### src/rtl/multiset_frequency_h_index_unit_defines.svh
// Assertion macros for the multiset frequency h-index unit.
// All checks sample on clk_i and stay off while rst_ni is low.
`ifndef MULTISET_FREQUENCY_H_INDEX_UNIT_DEFINES_SVH
`define MULTISET_FREQUENCY_H_INDEX_UNIT_DEFINES_SVH

// Same-cycle implication.
`define MFHI_ASSERT_NOW(lbl, ante, cons, msg) \
  lbl: assert property (@(posedge clk_i) disable iff (!rst_ni) (ante) |-> (cons)) else $error(msg);

// Next-cycle implication.
`define MFHI_ASSERT_NEXT(lbl, ante, cons, msg) \
  lbl: assert property (@(posedge clk_i) disable iff (!rst_ni) (ante) |=> (cons)) else $error(msg);

`endif

### src/rtl/mfhi_pkg.sv
package mfhi_pkg;

  localparam int NUM_VALUES_DEF = 1024;
  localparam int MAX_FREQ_DEF   = 1024;

  localparam int ID_W     = 10;
  localparam int H_OUT_W  = 11;
  localparam int STATUS_W = 2;

  localparam logic CMD_ADD    = 1'b0;
  localparam logic CMD_REMOVE = 1'b1;

  localparam logic [STATUS_W-1:0] STATUS_OK     = 2'd0;
  localparam logic [STATUS_W-1:0] STATUS_ABSENT = 2'd1;
  localparam logic [STATUS_W-1:0] STATUS_LIMIT  = 2'd2;

  typedef enum logic {
    ALU_INC,
    ALU_DEC
  } alu_op_e;

endpackage

### src/rtl/mfhi_alu.sv
module mfhi_alu #(
  parameter int W = 12
) (
  input  mfhi_pkg::alu_op_e op_i,
  input  logic [W-1:0]      a_i,
  input  logic [W-1:0]      b_i,
  output logic [W-1:0]      res_o,
  output logic              ge_o
);

  always_comb begin
    case (op_i)
      mfhi_pkg::ALU_INC: res_o = a_i + W'(1);
      mfhi_pkg::ALU_DEC: res_o = a_i - W'(1);
      default:           res_o = a_i;
    endcase
  end

  assign ge_o = (a_i >= b_i);

endmodule

### config.mk
export PLATFORM = sky130hd
export DESIGN_NAME = mfhi_alu
export DESIGN_NICKNAME = d
export VERILOG_FILES = /design/src/rtl/multiset_frequency_h_index_unit_defines.svh /design/src/rtl/mfhi_pkg.sv /design/src/rtl/mfhi_alu.sv
export SDC_FILE = /design/constraint.sdc
export NUM_CORES = 1
export LEC_CHECK = 0
export BUFFER_PORTS_ARGS = -buffer_cell sky130_fd_sc_hd__buf_2
export CELL_PAD_IN_SITES_DETAIL_PLACEMENT = 1
export CELL_PAD_IN_SITES_GLOBAL_PLACEMENT = 2
export CORE_UTILIZATION = 29
export DETAILED_ROUTE_END_ITERATION = 6
export GPL_ROUTABILITY_DRIVEN = 0
export MAX_ROUTING_LAYER = met4
export PLACE_DENSITY = 0.88
export SETUP_SLACK_MARGIN = 0.3
export SLEW_MARGIN = 20
export SYNTH_ARGS = -nofsm -noshare
export SYNTH_HDL_FRONTEND = slang
export SYNTH_SLANG_ARGS = --single-unit
### constraint.sdc
create_clock -name vclk -period 4.14
set_input_delay 0.621 -clock vclk [all_inputs]
set_output_delay 0.621 -clock vclk [all_outputs]
set_load 0.02 [all_outputs]
==> run summary <==
Post-DRT Antenna Nets: 0
Multi-input logic area: 734 sq um
Top-area cell type share of the netlist area: 34.8%
Post-Layout Cell Count: 165
Initial core utilization: 31.3%
Final nets: 185
Die Span Y: 54.2 um
Post-synth top area cell: ha_1
Hold slack: 1.58 ns
Die outline area: 2940 sq um
# clk buffers: 0
Synth Instances: 97
Hold buffer count at cts: 0
Leak: 0.576 nW
Seq cells: 0
F_max: 322 MHz
Yosys warns: 0
Via density: 5.21
Initial antenna violation count: 0
First-pass GRT wire length: 3570 um
Post-route cell area: 1020 sq um
Overall power: 0.179 mW
# setup viols final: 0
Core ar.: 2520 sq um
Placement Rows: 18
Critical Path End: res_o[10]
Share of cells above drive strength 1: 32.6%
Mapped cell area: 791 sq um
Tmin final: 3.11 ns
DR iter-0 viols: 0
Critical Path AT: 2.49 ns
Dpl cells: 165
Critical path endpoint category: primary output
Count of cells resized by post-cts repair: 0
Via Count: 859
# IOs: 38
GRT overflow: 0
Commonest non-fill, non-tap cell in the layout: buf_2
Synth Net Count: 145
RSZ-0062 raised after global routing: no
Hold crit path type: input port to primary output
Count of pins over their slew limit: 0
Most frequent cells in the layout: buf_2, ha_1, inv_1
Slew HR: 78.0%
Drt wl/cell: 12.9 um
PortBufs: 38
DRC: 0
Yosys cell types: 31
Largest net degree at the start of global routing: 13
Worst slew pin tran: 0.330 ns
ANT cells: 0
Worst setup path startpoint: op_i
Crit path launch type: input port
Power per cell area: 175 nW/um^2
Synth Area per Inst: 8.15 sq um
Filler cell count: 337
Worst EP required: 3.52 ns
Routed WL: 2140 um
Seq/Total Area, Yosys: 0%
Dpl cell area: 1020 sq um
Final count of hold timing violations: 0
Crit path max fanout: 12
Register Area: 0 sq um
# Post-CTS Setup Buffers: 0
Status: completed
Area Growth Syn to Fin: 28.8%
DIE WIDTH: 54.2 um
VDD IR-drop max: 0.0964 mV
1st-pass router iterations: 1
HPWL Detailed: 1960 um
Max-cap violation count: 0
Period utilisation layout: 75.1%
Post-Route Setup TNS: 0 ns
Crit Path Class: input port to primary output
Top area cells in the synthesized netlist: ha_1, xnor2_1, inv_1
GRT Util Overall: 16.1%
Vias in the first global route: 861
-- worst min-delay path by stage --
stage	start	end	slack [ns]	cells after the start
floorplan	a_i[0]	res_o[0]	1.35	1
global placement	a_i[0]	res_o[0]	1.57	3
detailed placement	a_i[0]	res_o[0]	1.58	3
CTS	a_i[0]	res_o[0]	1.58	3
global route	a_i[0]	res_o[0]	1.60	3
finish	a_i[0]	res_o[0]	1.58	3
-- metrics by stage --
stage / util, % / worst slack, ns
floorplan: - / 1.30
global placement: 40.4 / 1.06
detailed placement: 40.4 / 1.01
CTS: 40.4 / 1.00
global route: 40.4 / 0.900
finish: 40.4 / 1.03
-- cell families after synthesis --
group | share of synthesized area, %
xor+xnor | 11.1
fa+ha+maj | 37.3
buf+inv | 7.12
simple gates | 13.8
compound gates | 30.7
-- area by class of cell --
cell class | count | area share (%)
Inverter | 15 | 5.53
Multi-Input combinational cell | 82 | 72.1
Tap cell | 30 | 3.69
Timing Repair Buffer | 38 | 18.7
-- synthesized netlist by cell type --
cell        n
o31a_1      1
nor2_1      6
nor3_1      2
a21o_1      5
and2_4      1
o21ai_0     3
a2111o_1    1
xor2_1      3
fa_1        1
a21boi_1    1
ha_1       22
and2_1      1
o41a_1      1
a211oi_1    1
a211o_1     1
inv_1      15
xnor2_1     7
a31oi_1     1
nand2_1     1
nand2b_1    1
a21oi_2     2
and4_1      1
a41oi_2     1
o21a_1      3
a21oi_1     7
a2111oi_4   1
a32o_1      1
and3_1      1
nor2b_1     2
nand4_1     2
and3_4      1
-- critical path: stages --
cell and delay (ns):
buf_2 0.22, ha_1 0.34, and4_1 0.24, a32o_1 0.20, a2111o_1 0.40, a21oi_2 0.16
xnor2_1 0.12, buf_2 0.18
-- routing by layer --
metal / track usage [%] / part of all wire, % / vias to the layer above
li1: - / - / 431
met1: 18.3 / 43 / 398
met2: 32.3 / 51 / 30
met3: 0.833 / 6.8 / 0
met4: 0 / 0 / 0
met5: - / 0 / -
-- where the power goes --
group / leakage, nW / internal [mW] / switching, mW
registers: 0 / 0 / 0
clock network: 0 / 0 / 0
logic: 0.576 / 0.0763 / 0.102
total: 0.576 / 0.0763 / 0.102
Power figures use the tool's default switching activity.
